File: config.mk
export PLATFORM = sky130hd
export DESIGN_NAME = cgag_back
export DESIGN_NICKNAME = d
export VERILOG_FILES = /design/src/cgag_pkg.sv /design/src/cgag_back.sv
export SDC_FILE = /design/constraint.sdc
export NUM_CORES = 1
export LEC_CHECK = 0
export ABC_AREA = 1
export BUFFER_PORTS_ARGS = -buffer_cell sky130_fd_sc_hd__buf_2
export CAP_MARGIN = 10
export CORE_ASPECT_RATIO = 0.8
export CORE_MARGIN = 3
export CORE_UTILIZATION = 55
export CTS_BUF_LIST = sky130_fd_sc_hd__clkbuf_16
export DETAILED_ROUTE_END_ITERATION = 8
export PLACE_DENSITY = 0.77
export SLEW_MARGIN = 15
export SYNTH_ARGS = -nofsm -noshare
export SYNTH_HDL_FRONTEND = slang
export SYNTH_SLANG_ARGS = --single-unit
export TNS_END_PERCENT = 1
File: constraint.sdc
create_clock -name clk -period 5.75 [get_ports clk]
set_clock_uncertainty 0.1 [all_clocks]
set_input_delay 0.575 -clock clk [delete_from_list [all_inputs] [get_ports clk]]
set_output_delay 0.575 -clock clk [all_outputs]
set_load 0.01 [all_outputs]
File: src/cgag_pkg.sv
// ----------------------------------------------------------------------------
// cgag_pkg: shared types and constants of the checkerboard grid arc generator
// Item formats, register indexes and field widths used by all modules.
// ----------------------------------------------------------------------------
`default_nettype none

package cgag_pkg;

    localparam int CFG_W     = 13;   // configuration register width
    localparam int GREY_W    = 8;
    localparam int ROW_W     = 16;   // row counter wraps at 16 bits
    localparam int COL_W     = 13;   // column wraps to zero at the effective width
    localparam int POS_W     = 24;   // pixel position counter
    localparam int KEPT_W    = 26;   // kept pixel count, width times rows, one row fewer if both are odd
    localparam int NODE_W    = 25;
    localparam int LPOS_W    = 26;   // grid position modulo what a node number needs
    localparam int JOB_DEPTH = 8;
    localparam int JOB_CNT_W = 4;
    localparam int OUT_DEPTH = 2;
    localparam int APB_AW    = 3;
    localparam int APB_DW    = 32;

    typedef enum logic
    {
        REG_IMAGE_WIDTH = 1'b0,
        REG_IMAGE_ROWS  = 1'b1
    } reg_idx_t;

    typedef struct packed
    {
        logic [GREY_W-1:0] grey;
        logic              start_of_image;
    } pixel_t;

    typedef struct packed
    {
        logic [NODE_W-1:0] tail_node;
        logic [NODE_W-1:0] head_node;
        logic [GREY_W-1:0] cost;
        logic              last_arc;
        logic              image_done;
    } arc_t;

    // One kept pixel that causes at least one arc.
    typedef struct packed
    {
        logic [GREY_W-1:0] grey;
        logic [GREY_W-1:0] left_grey;
        logic [GREY_W-1:0] up_grey;
        logic [ROW_W-1:0]  row;
        logic [COL_W-1:0]  col;
        logic              has_left;
        logic              has_up;
        logic              done;
    } job_t;

    // Effective geometry derived from the configuration registers.
    typedef struct packed
    {
        logic [CFG_W-1:0]  width;
        logic [KEPT_W-1:0] kept;
    } cfg_t;

endpackage

`default_nettype wire

File: src/cgag_back.sv
// ----------------------------------------------------------------------------
// cgag_back: arc builder
// Turns queued pixels into node numbers and costs; issues one arc per cycle
// while out_full is low, left neighbor first, then upper neighbor.
// ----------------------------------------------------------------------------
`default_nettype none

module cgag_back
    import cgag_pkg::*;
(
    input  wire logic clk,
    input  wire logic rst_n,
    input  wire cfg_t cfg,
    input  wire logic job_empty,
    input  wire job_t job,
    output logic      job_pop,
    input  wire logic out_full,
    output logic      arc_push,
    output arc_t      arc
);

    // Multiply stage
    logic              m_v_reg;
    job_t              m_job_reg;
    logic [LPOS_W-1:0] m_prod_reg;
    logic [LPOS_W-1:0] m_dleft_reg;
    logic [LPOS_W-1:0] m_dup_reg;

    // Issue stage
    logic              a_v_reg;
    logic [LPOS_W-1:0] a_pos_reg;
    logic [LPOS_W-1:0] a_pl_reg;
    logic [LPOS_W-1:0] a_pu_reg;
    logic [GREY_W-1:0] a_cl_reg;
    logic [GREY_W-1:0] a_cu_reg;
    logic              a_has_left_reg;
    logic              a_has_up_reg;
    logic              a_done_reg;
    logic              a_odd_reg;
    logic              sec_reg;

    logic [NODE_W-1:0] half_p1_reg;

    logic              m_ready;
    logic              a_ready;
    logic              use_up;
    logic              last;
    logic [LPOS_W-1:0] p_nb;
    logic [LPOS_W-1:0] p_even;
    logic [LPOS_W-1:0] p_odd;
    logic [GREY_W-1:0] cost_l;
    logic [GREY_W-1:0] cost_u;

    always_comb
    begin
        cost_l = (m_job_reg.grey > m_job_reg.left_grey) ?
                 m_job_reg.grey - m_job_reg.left_grey : m_job_reg.left_grey - m_job_reg.grey;
        cost_u = (m_job_reg.grey > m_job_reg.up_grey) ?
                 m_job_reg.grey - m_job_reg.up_grey : m_job_reg.up_grey - m_job_reg.grey;
    end

    // The second arc of a pixel is issued after the first has been pushed.
    assign use_up  = sec_reg || !a_has_left_reg;
    assign last    = !(a_has_left_reg && a_has_up_reg && !sec_reg);
    assign p_nb    = use_up ? a_pu_reg : a_pl_reg;
    assign p_even  = a_odd_reg ? p_nb : a_pos_reg;
    assign p_odd   = a_odd_reg ? a_pos_reg : p_nb;

    assign arc_push = a_v_reg && !out_full;
    assign a_ready  = !a_v_reg || (arc_push && last);
    assign m_ready  = !m_v_reg || a_ready;
    assign job_pop  = !job_empty && m_ready;

    assign arc.tail_node  = NODE_W'(1) + p_even[LPOS_W-1:1];
    assign arc.head_node  = half_p1_reg + p_odd[LPOS_W-1:1];
    assign arc.cost       = use_up ? a_cu_reg : a_cl_reg;
    assign arc.last_arc   = last;
    assign arc.image_done = a_done_reg;

    always_ff @(posedge clk or negedge rst_n)
    begin
        if (!rst_n)
        begin
            m_v_reg <= 1'b0;
            a_v_reg <= 1'b0;
            sec_reg <= 1'b0;
        end
        else
        begin
            if (m_ready)
            begin
                m_v_reg <= job_pop;
            end
            if (a_ready)
            begin
                a_v_reg <= m_v_reg;
            end
            if (arc_push)
            begin
                sec_reg <= !last;
            end
        end
    end

    always_ff @(posedge clk)
    begin
        half_p1_reg <= cfg.kept[KEPT_W-1:1] + 1'b1;
        if (job_pop)
        begin
            m_job_reg   <= job;
            m_prod_reg  <= LPOS_W'(cfg.width) * LPOS_W'(job.row);
            m_dleft_reg <= LPOS_W'(job.col) - 1'b1;
            m_dup_reg   <= LPOS_W'(job.col) - LPOS_W'(cfg.width);
        end
        if (a_ready && m_v_reg)
        begin
            a_pos_reg      <= m_prod_reg + LPOS_W'(m_job_reg.col);
            a_pl_reg       <= m_prod_reg + m_dleft_reg;
            a_pu_reg       <= m_prod_reg + m_dup_reg;
            a_cl_reg       <= cost_l;
            a_cu_reg       <= cost_u;
            a_has_left_reg <= m_job_reg.has_left;
            a_has_up_reg   <= m_job_reg.has_up;
            a_done_reg     <= m_job_reg.done;
            a_odd_reg      <= m_job_reg.row[0] ^ m_job_reg.col[0];
        end
    end

endmodule

`default_nettype wire

# After elaboration in Yosys (flattened, before gate mapping)
# Index checks and enable logic that the tools add are counted.
[word_totals] reg_bits=245
[op_classes] n_reduce_logical=16 bitwise_logic=1 magnitude_cmp=2 mux=6 multipliers=1 n_addsub=12
[ops] cell="$mux W26" n=3
[ops] cell="$add A26 B26 Y26" n=2
[ops] cell="$sub A8 B8 Y8" n=4
[ops] cell="$add A26 B13 Y26" n=1
[ops] cell="$mul A13 B16 Y26" n=1
[ops] cell="$add A1 B25 Y25 const A" n=1
[ops] cell="$add A25 B1 Y25 const B" n=1
[ops] cell="$add A25 B25 Y25" n=1
[ops] cell="$mux W8" n=3
[ops] cell="$gt A8 B8 Y1" n=2
[ops] cell="$sub A13 B1 Y14 const B" n=1
[ops] cell="$sub A13 B13 Y14" n=1
[ops] cell="$logic_not A1 Y1" n=7
[ops] cell="$logic_and A1 B1 Y1" n=6
[ops] cell="$logic_or A1 B1 Y1" n=3
[ops] cell="$xor A1 B1 Y1" n=1

# Depth between registers and ports, before layout
# Gate-level depths: netlist (run 1).
[logic_depth] ltp_word=7 ltp_mapped=24 mapped_depth_nobuf=22

# Worst setup path before layout (run 1)
# OpenSTA, ideal clock, no wires.
[synth_timing] path_type="input-to-reg" startpoint="input port out_full" endpoint="register a_cl_reg[0], enable pin" stages=5 t_arrival_ns=5.019 path_slack_ns=0.080 path_buffers=0 path_cell_list="nor2_1 > nand2_1 > inv_1 > nor2_1 > nor2_1"
[synth_between] elab_chain_len=5
[synth_lines] item="from (decl)" line="cgag_back.sv:17" rtl="input wire logic out_full,"
[synth_lines] item="$logic_not A1 Y1" line="cgag_back.sv:69" rtl="assign arc_push = a_v_reg && !out_full;"
[synth_lines] item="$logic_and A1 B1 Y1" line="cgag_back.sv:69"
[synth_lines] item="$logic_and A1 B1 Y1" line="cgag_back.sv:70" rtl="assign a_ready = !a_v_reg || (arc_push && last);"
[synth_lines] item="$logic_or A1 B1 Y1" line="cgag_back.sv:70"
[synth_lines] item="$logic_and A1 B1 Y1" line="cgag_back.sv:115" rtl="if (a_ready && m_v_reg)"
[synth_lines] item="to (signal assigned)" line="cgag_back.sv:120" rtl="a_cl_reg <= cost_l;"
[synth_lines] item="to (decl)" line="cgag_back.sv:34" rtl="logic [GREY_W-1:0] a_cl_reg;"
# Every way passes these cells.
# A chain may end at the register's enable or synchronous reset.

# Worst setup path after layout (run 1)
[layout_timing] startpoint="input port cfg[30] in the netlist's numbering" endpoint="register m_prod_reg[18] (data pin)"
[layout_between] elab_chain_len=1
[layout_lines] item="from (decl)" line="cgag_back.sv:13" rtl="input wire cfg_t cfg,"
[layout_lines] item="$mul A13 B16 Y26" line="cgag_back.sv:111" rtl="m_prod_reg <= LPOS_W'(cfg.width) * LPOS_W'(job.row);"
[layout_lines] item="to (signal assigned)" line="cgag_back.sv:111"
[layout_lines] item="to (decl)" line="cgag_back.sv:25" rtl="logic [LPOS_W-1:0] m_prod_reg;"
# Every way passes these cells.

==> results of run 1 <==
through the flow:
| step | hold WS [ps] | instance area [um^2] | setup WS [ps] | utilization, % | power (uW) |
|---|---|---|---|---|---|
| after global placement | 272.1 | 24210 | 382.8 | 59.23 | 11500 |
| after detailed placement | 275.1 | 24210 | 321.3 | 59.23 | 11600 |
| after floorplan | 179.4 | 22940 | 79.81 | - | 8881 |
| after CTS | 77.81 | 24970 | 871.9 | 61.08 | 13140 |
| final | 97.70 | 24970 | 832.8 | 61.09 | 13280 |
| after global routing | 88.92 | 24970 | 570.9 | 61.09 | 14470 |
how the worst min path moves through the flow:
stage,from,to,slack (ps),depth (start not counted)
final,job_empty,m_v_reg,100,2
after global routing,job_empty,m_v_reg,90,2
after CTS,job_empty,m_v_reg,80,2
after detailed placement,rst_n,m_v_reg,280,1
after global placement,rst_n,m_v_reg,270,1
after floorplan,rst_n,a_v_reg,180,0
per-layer routing:
layer	global-route usage, %	share of wire [%]
met1	44.74	44
met2	50.02	45
met3	4.746	8.2
met4	6.946	2.2
met5	1.563	0.13
synth_stat cells (2+ instances only):
| master | n | share of area [%] |
|---|---|---|
| fa_1 | 161 | 14 |
| nor2_1 | 202 | 3.3 |
| xnor2_1 | 52 | 2.0 |
| nor3_1 | 29 | 0.63 |
| nand3_1 | 159 | 3.5 |
| o311ai_0 | 2 | 0.076 |
| o21ai_1 | 4 | 0.087 |
| buf_1 | 2 | 0.033 |
| xor2_1 | 126 | 4.8 |
| o21a_1 | 6 | 0.20 |
| dfxtp_1 | 25 | 2.2 |
| o21bai_1 | 10 | 0.33 |
| a31oi_1 | 32 | 0.87 |
| buf_4 | 6 | 0.20 |
| inv_1 | 545 | 8.9 |
| clkbuf_1 | 50 | 0.82 |
| inv_2 | 2 | 0.033 |
| buf_2 | 5 | 0.11 |
| nor4_1 | 7 | 0.19 |
| nand4_1 | 50 | 1.4 |
| a21oi_1 | 155 | 3.4 |
| nand2_1 | 788 | 13 |
| a21boi_0 | 5 | 0.16 |
| nor2_2 | 12 | 0.33 |
| clkbuf_2 | 5 | 0.11 |
| or2_2 | 22 | 0.60 |
| nand3b_1 | 6 | 0.20 |
| nand2_2 | 6 | 0.16 |
| o21ai_0 | 104 | 2.3 |
| dfrtp_1 | 3 | 0.33 |
| ha_1 | 190 | 10 |
| o31ai_1 | 2 | 0.065 |
| edfxtp_1 | 190 | 25 |
| a21o_1 | 9 | 0.29 |
power by group through the flow:
stage | sequential, uW | combinational [uW] | clock (uW)
after global placement | 3040 | 8470 | 0
after global routing | 3040 | 9860 | 1570
after CTS | 3010 | 8630 | 1510
after floorplan | 2760 | 6120 | 0
final | 3040 | 8750 | 1500
after detailed placement | 3040 | 8570 | 0
area by class of cell:
type | count | share of cell area, %
flip-flops and latches | 218 | 25.15
clock buffers | 25 | 2.505
repair buffers | 172 | 3.588
diodes | 1 | 0.01002
inverters | 548 | 8.243
multi-input cells | 2145 | 57.30
well taps | 544 | 2.726
clock inverters | 19 | 0.4760
cells in the final DEF (no fill, tap or decap), types with 6 or more instances in the layout:
cell type | Yosys | routed
buf_4 | 6 | 12
nor2_2 | 12 | 12
o21ai_0 | 104 | 104
clkinv_2 | 0 | 7
nand3_1 | 159 | 159
a21o_1 | 9 | 9
nand3b_1 | 6 | 6
nor3_1 | 29 | 29
a31oi_1 | 32 | 32
a21oi_1 | 155 | 155
nand2_2 | 6 | 6
xnor2_1 | 52 | 52
nand4_1 | 50 | 50
nor4_1 | 7 | 7
clkbuf_16 | 0 | 25
inv_2 | 2 | 6
dfxtp_1 | 25 | 25
nand2_1 | 788 | 788
edfxtp_1 | 190 | 190
buf_2 | 5 | 159
inv_1 | 545 | 546
nor2_1 | 202 | 201
o21a_1 | 6 | 6
fa_1 | 161 | 161
xor2_1 | 126 | 126
ha_1 | 190 | 190
or2_2 | 22 | 22
o21bai_1 | 10 | 10
kinds of logic (layout without fill, tap and decap cells):
group                      after synthesis  after routing  share of synthesized area, %
AOI/OAI and AO/OA                      332            332                         7.832
xor gates and xnor gates               178            178                         6.796
adders and majority gates              351            351                         24.41
buffers and inverters                  617            764                         10.28
DFF                                    218            218                         27.38
other                                    0              1                             0
and+or+nand+nor                       1284           1284                         23.30
worst reg2reg max path: cells and delay by family (launching register included):
family                 cells  cell delay [ps]
and+or+nand+nor            6             1030
buffers and inverters      5             1600
DFF                        1              320
timing repair:
item / 4_1_cts / 5_1_grt
hold buffers: 1 / 0
gates resized for setup: 0 / 0
endpoints found under the hold margin: 3 / 0
setup buffers: 0 / 0
==> flow_summary.json, run 1 <==
{
  "status": "complete, no violations",
  "crit_path_start_kind": "input pin",
  "drc_errors": 0,
  "syn_nets": 3430,
  "crit_path_max_fanout": 11,
  "dp_hpwl_um": 56380,
  "drtIter0Drc": 1995,
  "area_growth_pct": 8.852,
  "slew_violations": 0,
  "drive_above_1_share_pct": 8.251,
  "max_stage_delay_ps": 560,
  "io_pins": 161,
  "firstDrtPassIters": 5,
  "regArea_um2": 6281,
  "cp-end-kind": "register",
  "grt_pass1_wl_um": 107500,
  "tritoncts": "built",
  "stdcell_count": 3672,
  "clkLatencyLatePin_ps": 550,
  "synth_flop_cell": "edfxtp_1",
  "syn_area_um2": 22940,
  "crit_top_cell": "fa_1",
  "switchingPower_uw": 6894,
  "finalCritPeriodShare_pct": 85.52,
  "dieHeight_um": 188.7,
  "cp.depth": 19,
  "fillers": 3777,
  "swShare_pct": 51.90,
  "gp_congestion": 1.023,
  "synth_edf_count": 190,
  "fp-row-count": 66,
  "wl_um": 68340,
  "cp_top_family": "adder cells",
  "viasPerCell": 5.557,
  "p_leak_uw": 0.01292,
  "wire_per_inst_um": 18.61,
  "die_w_um": 234.3,
  "clockPowerShare_pct": 11.3,
  "dieArea_um2": 44210,
  "multi_input_area_um2": 14310,
  "setup_violations": 0,
  "fmax_mhz": 203.4,
  "max_cap_viol_count": 0,
  "p_per_area_nw_per_um2": 531.9,
  "worst-setup-path-type": "in2reg",
  "r2r_end": "m_prod_reg[14]",
  "hold_viol": 0,
  "synth.distinct_cells": 42,
  "worstSetupEndpoint": "m_prod_reg[18]",
  "combPwrFrac_pct": 65.9,
  "cts.sinks": 218,
  "largest_reg_flops": 41,
  "hold_class": "in2reg",
  "synth_warnings": 0,
  "grt_overflow_total": 0,
  "clk_path_buf_depth": 3,
  "start_util_pct": 56.12,
  "critPathBufInv": 6,
  "r2r_start": "a_has_left_reg",
  "placed_cells": 3626,
  "slew_headroom_pct": 31.26,
  "synth_seq_cells": 218,
  "arrival_ps": 5080,
  "async_flop_share_pct": 1.376,
  "syn_inst": 2980,
  "min_period_ps": 4917,
  "port_buffers": 159,
  "rsz0062_at_grt": "no",
  "coreArea_um2": 40880,
  "internal-power_uw": 6388,
  "rr_worst_depth": 11,
  "r2r_slack_ps": 2270,
  "cts_root_buffer": "clkbuf_16",
  "ys_seq_area_share_pct": 27.38,
  "grt_pass1_vias": 20060,
  "pwr-share-seq_pct": 22.9,
  "grtUsageTotal_pct": 31.19,
  "cp_slowest_cell": "fa_1",
  "critical_path.cell_chain": "buf_2, buf_4, nand2_1, fa_1, inv_1, fa_1, inv_1, fa_1, fa_1, fa_1, inv_1, ha_1, a21oi_1, inv_1, nor2_1, nor2_1, nor2_1, o21ai_0, xor2_1",
  "tns_ps": 0,
  "grt_max_degree": 62,
  "syn_area_per_cell_um2": 7.698,
  "num-nets-final": 3559,
  "antenna_found_initial": 2,
  "drtAntennaViolNets": 0,
  "cts_made_buffers": 24,
  "worstMarginPinSlew_ps": 1029,
  "peakVddDrop_v": 0.0003660,
  "vias": 20410,
  "worst_ep_required_time_ps": 5910,
  "crit_start": "cfg[30]",
  "htree_levels": 1,
  "path_clk_slew_ps": 60
}
(Power assumes the default switching activity.)
==> run 2, diff against run 1 <==
--- a/config.mk
+++ b/config.mk
@@ -14,5 +14,5 @@
 export CTS_BUF_LIST = sky130_fd_sc_hd__clkbuf_16
 export DETAILED_ROUTE_END_ITERATION = 8
-export PLACE_DENSITY = 0.77
+export PLACE_DENSITY_LB_ADDON = 0.12
 export SLEW_MARGIN = 15
 export SYNTH_ARGS = -nofsm -noshare
==> constraint.sdc (replaced) <==
create_clock -name clk -period 5.75 [get_ports clk]
set_clock_uncertainty 0.1 [all_clocks]
set_input_delay 1.4375 -clock clk [delete_from_list [all_inputs] [get_ports clk]]
set_output_delay 1.4375 -clock clk [all_outputs]
set_load 0.01 [all_outputs]
==> flow_summary.json, run 2 (synthesis results as in run 1) <==
{
  "status": "complete, no violations",
  "start_util_pct": 56.12,
  "finalCritPeriodShare_pct": 98.17,
  "wire_per_inst_um": 17.59,
  "path_clk_slew_ps": 60,
  "grt_pass1_vias": 20390,
  "worst-setup-path-type": "in2reg",
  "layout_common_cells": "nand2_1, inv_1, nor2_1",
  "drtIter0Drc": 1983,
  "crit_start": "cfg[27]",
  "final_core_utilization_pct": 63.17,
  "grt_max_degree": 70,
  "vias": 20530,
  "antennaDiodeCount": 0,
  "min_period_ps": 5645,
  "grt.busiest_layer": "met2",
  "cp-end-kind": "register",
  "hold_start": "m_job_reg[0]",
  "max_cap_viol_count": 0,
  "coreArea_um2": 40880,
  "cts_root_buffer": "clkbuf_16",
  "clk_path_buf_depth": 3,
  "grt_overflow_total": 0,
  "worst_ep_required_time_ps": 5940,
  "drive_above_1_share_pct": 11.27,
  "htree_levels": 1,
  "r2r_slack_ps": 2880,
  "largest_reg_flops": 41,
  "crit_path_max_fanout": 7,
  "clkLatencyLatePin_ps": 530,
  "dieArea_um2": 44210,
  "hold_class": "reg2reg",
  "firstDrtPassIters": 6,
  "p_per_area_nw_per_um2": 542.4,
  "viasPerCell": 5.454,
  "area_growth_pct": 12.57,
  "fp-row-count": 66,
  "hold_viol": 0,
  "layout_commonest_cell": "nand2_1",
  "gp_congestion": 1.029,
  "drtAntennaViolNets": 0,
  "dieHeight_um": 188.7,
  "die_w_um": 234.3,
  "port_buffers": 159,
  "slew_violations": 0,
  "r2r_start": "m_prod_reg[0]",
  "placed_cells": 3721,
  "peakVddDrop_v": 0.0004307,
  "grt_pass1_wl_um": 105600,
  "setup_violations": 0,
  "grtUsageTotal_pct": 30.36,
  "use_met3_pct": 4.489,
  "gr-usage-met2_pct": 49.59,
  "tritoncts": "built",
  "dp_hpwl_um": 55570,
  "post_cts.repair.setup_buffers": 0,
  "arrival_ps": 5830,
  "antenna_found_initial": 5,
  "p_leak_uw": 0.01339,
  "drc_errors": 0,
  "crit_path_start_kind": "input pin",
  "stdcell_count": 3764,
  "wl_um": 66210,
  "gr-usage-met1_pct": 41.58,
  "fmax_mhz": 177.2,
  "slew_headroom_pct": 39.32,
  "num-nets-final": 3653,
  "worstMarginPinSlew_ps": 910.1,
  "io_pins": 161,
  "fillers": 3673,
  "rsz0062_at_grt": "yes",
  "cts.sinks": 218,
  "cts_made_buffers": 24
}
run 2: timing repair:
item,in CTS,in global routing
hold buffers,0,0
resized for setup,0,23
endpoints found under the setup margin,0,12
run 2: per-layer routing:
layer,vias up,share of wire [%]
met5,-,0.021
met4,4,3.8
met3,148,8.2
met2,820,45
met1,9639,43
li1,9917,-
run 2: worst paths after layout:
path / cells past startpoint / to
min in group asynchronous: 1 / a_v_reg
max in group asynchronous: 1 / sec_reg
setup / recovery: 20 / m_prod_reg[20]
setup reg to reg: 10 / a_pl_reg[8]
hold reg to reg: 0 / a_done_reg
hold / removal: 0 / a_done_reg
run 2: report_power, final:
group          switching (uW)  internal (uW)  total [uW]
combinational            5770           3750        9520
sequential                436           2560        2990
clock                     623            870        1490
total                    6820           7180       14000
run 2: layout make-up:
type	count	area [um^2]	share of cell area, %
clock buffers	25	625.6	2.423
clock inverters	18	130.1	0.5039
inverters	548	2059	7.976
multi-input cells	2145	14380	55.70
flip-flops and latches	218	6281	24.32
well taps	544	680.7	2.636
repair buffers	266	1662	6.435
run 2: per-stage QoR:
step	power (uW)	hold WS [ps]	instance area, um^2	setup TNS (ps)	setup WS (ps)
floorplan	8875	300.3	22940	-3948	-354.9
global placement	12070	300.4	24990	-4416	-383.9
global route	15350	325.5	25820	-199.8	-81.75
finish	14000	318.7	25820	0	105.5
CTS	13720	321.0	25750	0	149.0
detailed placement	12180	312.5	24990	-5083	-407.2
run 2: worst max-delay path: stages:
cell	delay, ps
buf_2	160
buf_12	150
nand2_1	60
inv_1	50
fa_1	550
inv_1	70
fa_1	490
inv_1	60
fa_1	480
fa_1	540
inv_1	50
fa_1	470
inv_1	40
ha_1	330
nand2_1	80
o21ai_0	360
nand3_1	170
buf_4	170
nand3_1	50
nand2_1	60
==> run 3, diff against run 2 <==
clock period = 7.2 ns   (was 5.75 ns; I/O delays follow)
==> flow_summary.json, run 3 (synthesis results as in run 1) <==
{
  "viasPerCell": 5.542,
  "grtUsageTotal_pct": 30.98,
  "min_to": "a_has_left_reg",
  "cts_made_buffers": 25,
  "fmax_mhz": 155.1,
  "io_pins": 161,
  "peakVddDrop_v": 0.0003091,
  "tns_ps": 0,
  "drtIter0Drc": 1734,
  "hold_buffers": 0,
  "cp_slowest_cell": "clkinv_1",
  "cp-end-kind": "primary output",
  "gp_congestion": 0.9633,
  "r2r_slack_ps": 4150,
  "grt_max_degree": 70,
  "rr_worst_depth": 11,
  "clkLatencyLatePin_ps": 540,
  "crit_path_start_kind": "register",
  "num-nets-final": 3556,
  "dieArea_um2": 44210,
  "drc_errors": 0,
  "min_period_ps": 6446,
  "die_w_um": 234.3,
  "max_cap_viol_count": 0,
  "firstDrtPassIters": 7,
  "p_leak_uw": 0.01292,
  "hold_depth": 0,
  "crit_start": "a_odd_reg",
  "worst_ep_required_time_ps": 5300,
  "cts.sinks": 218,
  "stdcell_count": 3669,
  "setup_violations": 0,
  "coreArea_um2": 40880,
  "wl_um": 67370,
  "rsz0062_at_grt": "no",
  "max_stage_delay_ps": 750,
  "crit_path_max_fanout": 51,
  "r2r_start": "a_has_left_reg",
  "critical_path.cell_chain": "buf_4, clkinv_1, buf_4, a31oi_1, ha_1, a21oi_1, o21ai_0, o21ai_0, nand3_1, nand2_1, nand2_1, buf_2",
  "r2r_end": "m_prod_reg[21]",
  "dp_hpwl_um": 54720,
  "cts_root_buffer": "clkbuf_16",
  "path_clk_slew_ps": 60,
  "area_growth_pct": 8.891,
  "finalCritPeriodShare_pct": 89.52,
  "layout_commonest_cell": "nand2_1",
  "setup_ws_ps": 754.2,
  "arrival_ps": 4550,
  "drtAntennaViolNets": 0,
  "p_per_area_nw_per_um2": 416.2,
  "grt_pass1_wl_um": 107000,
  "gr-usage-met1_pct": 42.72,
  "p_total_uw": 10400,
  "fp-row-count": 66,
  "worst-setup-path-type": "reg2out",
  "final_core_utilization_pct": 61.11,
  "post_cts.repair.setup_buffers": 0,
  "hold_viol": 0,
  "drive_above_1_share_pct": 8.035,
  "gr-usage-met2_pct": 51.18,
  "clk_path_buf_depth": 3,
  "status": "complete, no violations",
  "grt.busiest_layer": "met2",
  "hold_class": "reg2reg",
  "wire_per_inst_um": 18.36,
  "dieHeight_um": 188.7,
  "slew_headroom_pct": 37.15,
  "layout_common_cells": "nand2_1, inv_1, nor2_1",
  "use_met3_pct": 3.960,
  "worstMarginPinSlew_ps": 942.8,
  "dp_slack_ps": 547.9,
  "tritoncts": "built",
  "antenna_found_initial": 2,
  "grt_overflow_total": 0,
  "slew_violations": 0,
  "largest_reg_flops": 41,
  "vias": 20330,
  "grt_pass1_vias": 19910,
  "port_buffers": 159,
  "start_util_pct": 56.12,
  "htree_levels": 1,
  "hold_start": "m_job_reg[2]",
  "placed_cells": 3622,
  "cts_resized": 0,
  "fillers": 3800
}
==> run 3: cell types whose count changed in the layout (fill, tap and decap cells not counted), moves of 4 or more <==
cell,change
nor2_1,+5
o21ai_1,-5
ha_1,+5
buf_12,-4
nor2_2,-4
o21ai_0,+5
buf_4,-95
==> run 3: metal layers <==
layer,routed length [um],part of all wire (%),vias to the layer above
met5,0,0,-
met4,2295,3.4,0
met3,4856,7.2,137
met2,31050,46,744
met1,29160,43,9729
li1,-,-,9724
==> run 3: worst max path at each step <==
stage / end / slack, ps / cells past startpoint
global route: arc[33] / 500 / 12
floorplan: a_cl_reg[0] / 300 / 5
detailed placement: m_prod_reg[25] / 550 / 22
CTS: arc[33] / 820 / 12
global placement: m_prod_reg[20] / 550 / 20
finish: arc[33] / 750 / 12
==> run 3: final cells by class <==
class | instances | area, um^2 | share of cell area (%)
multi-input cells | 2145 | 14310 | 57.28
inverters | 548 | 2059 | 8.245
clock buffers | 27 | 675.6 | 2.705
repair buffers | 168 | 895.9 | 3.586
diodes | 1 | 2.502 | 0.01002
well taps | 544 | 680.7 | 2.725
flip-flops and latches | 218 | 6281 | 25.15
clock inverters | 18 | 76.32 | 0.3055
==> run 3: critical path: cells and delay by family (launching register included) <==
| family | cells | cell delay (ps) |
|---|---|---|
| simple gates | 3 | 220 |
| flops | 1 | 320 |
| compound gates | 4 | 1240 |
| buf+inv | 4 | 1760 |
| fa+ha+maj | 1 | 410 |
==> run 3: report_power, final <==
part | total (uW) | internal (uW) | switching (uW)
sequential | 2430 | 2040 | 391
combinational | 6770 | 2390 | 4370
clock | 1190 | 669 | 525
==> run 3: stage by stage <==
stage	hold slack (ps)	instance area [um^2]
final	322.7	24980
after global routing	339.6	24980
after global placement	301.1	24200
after CTS	325.7	24950
after detailed placement	311.9	24200
after floorplan	300.3	22940
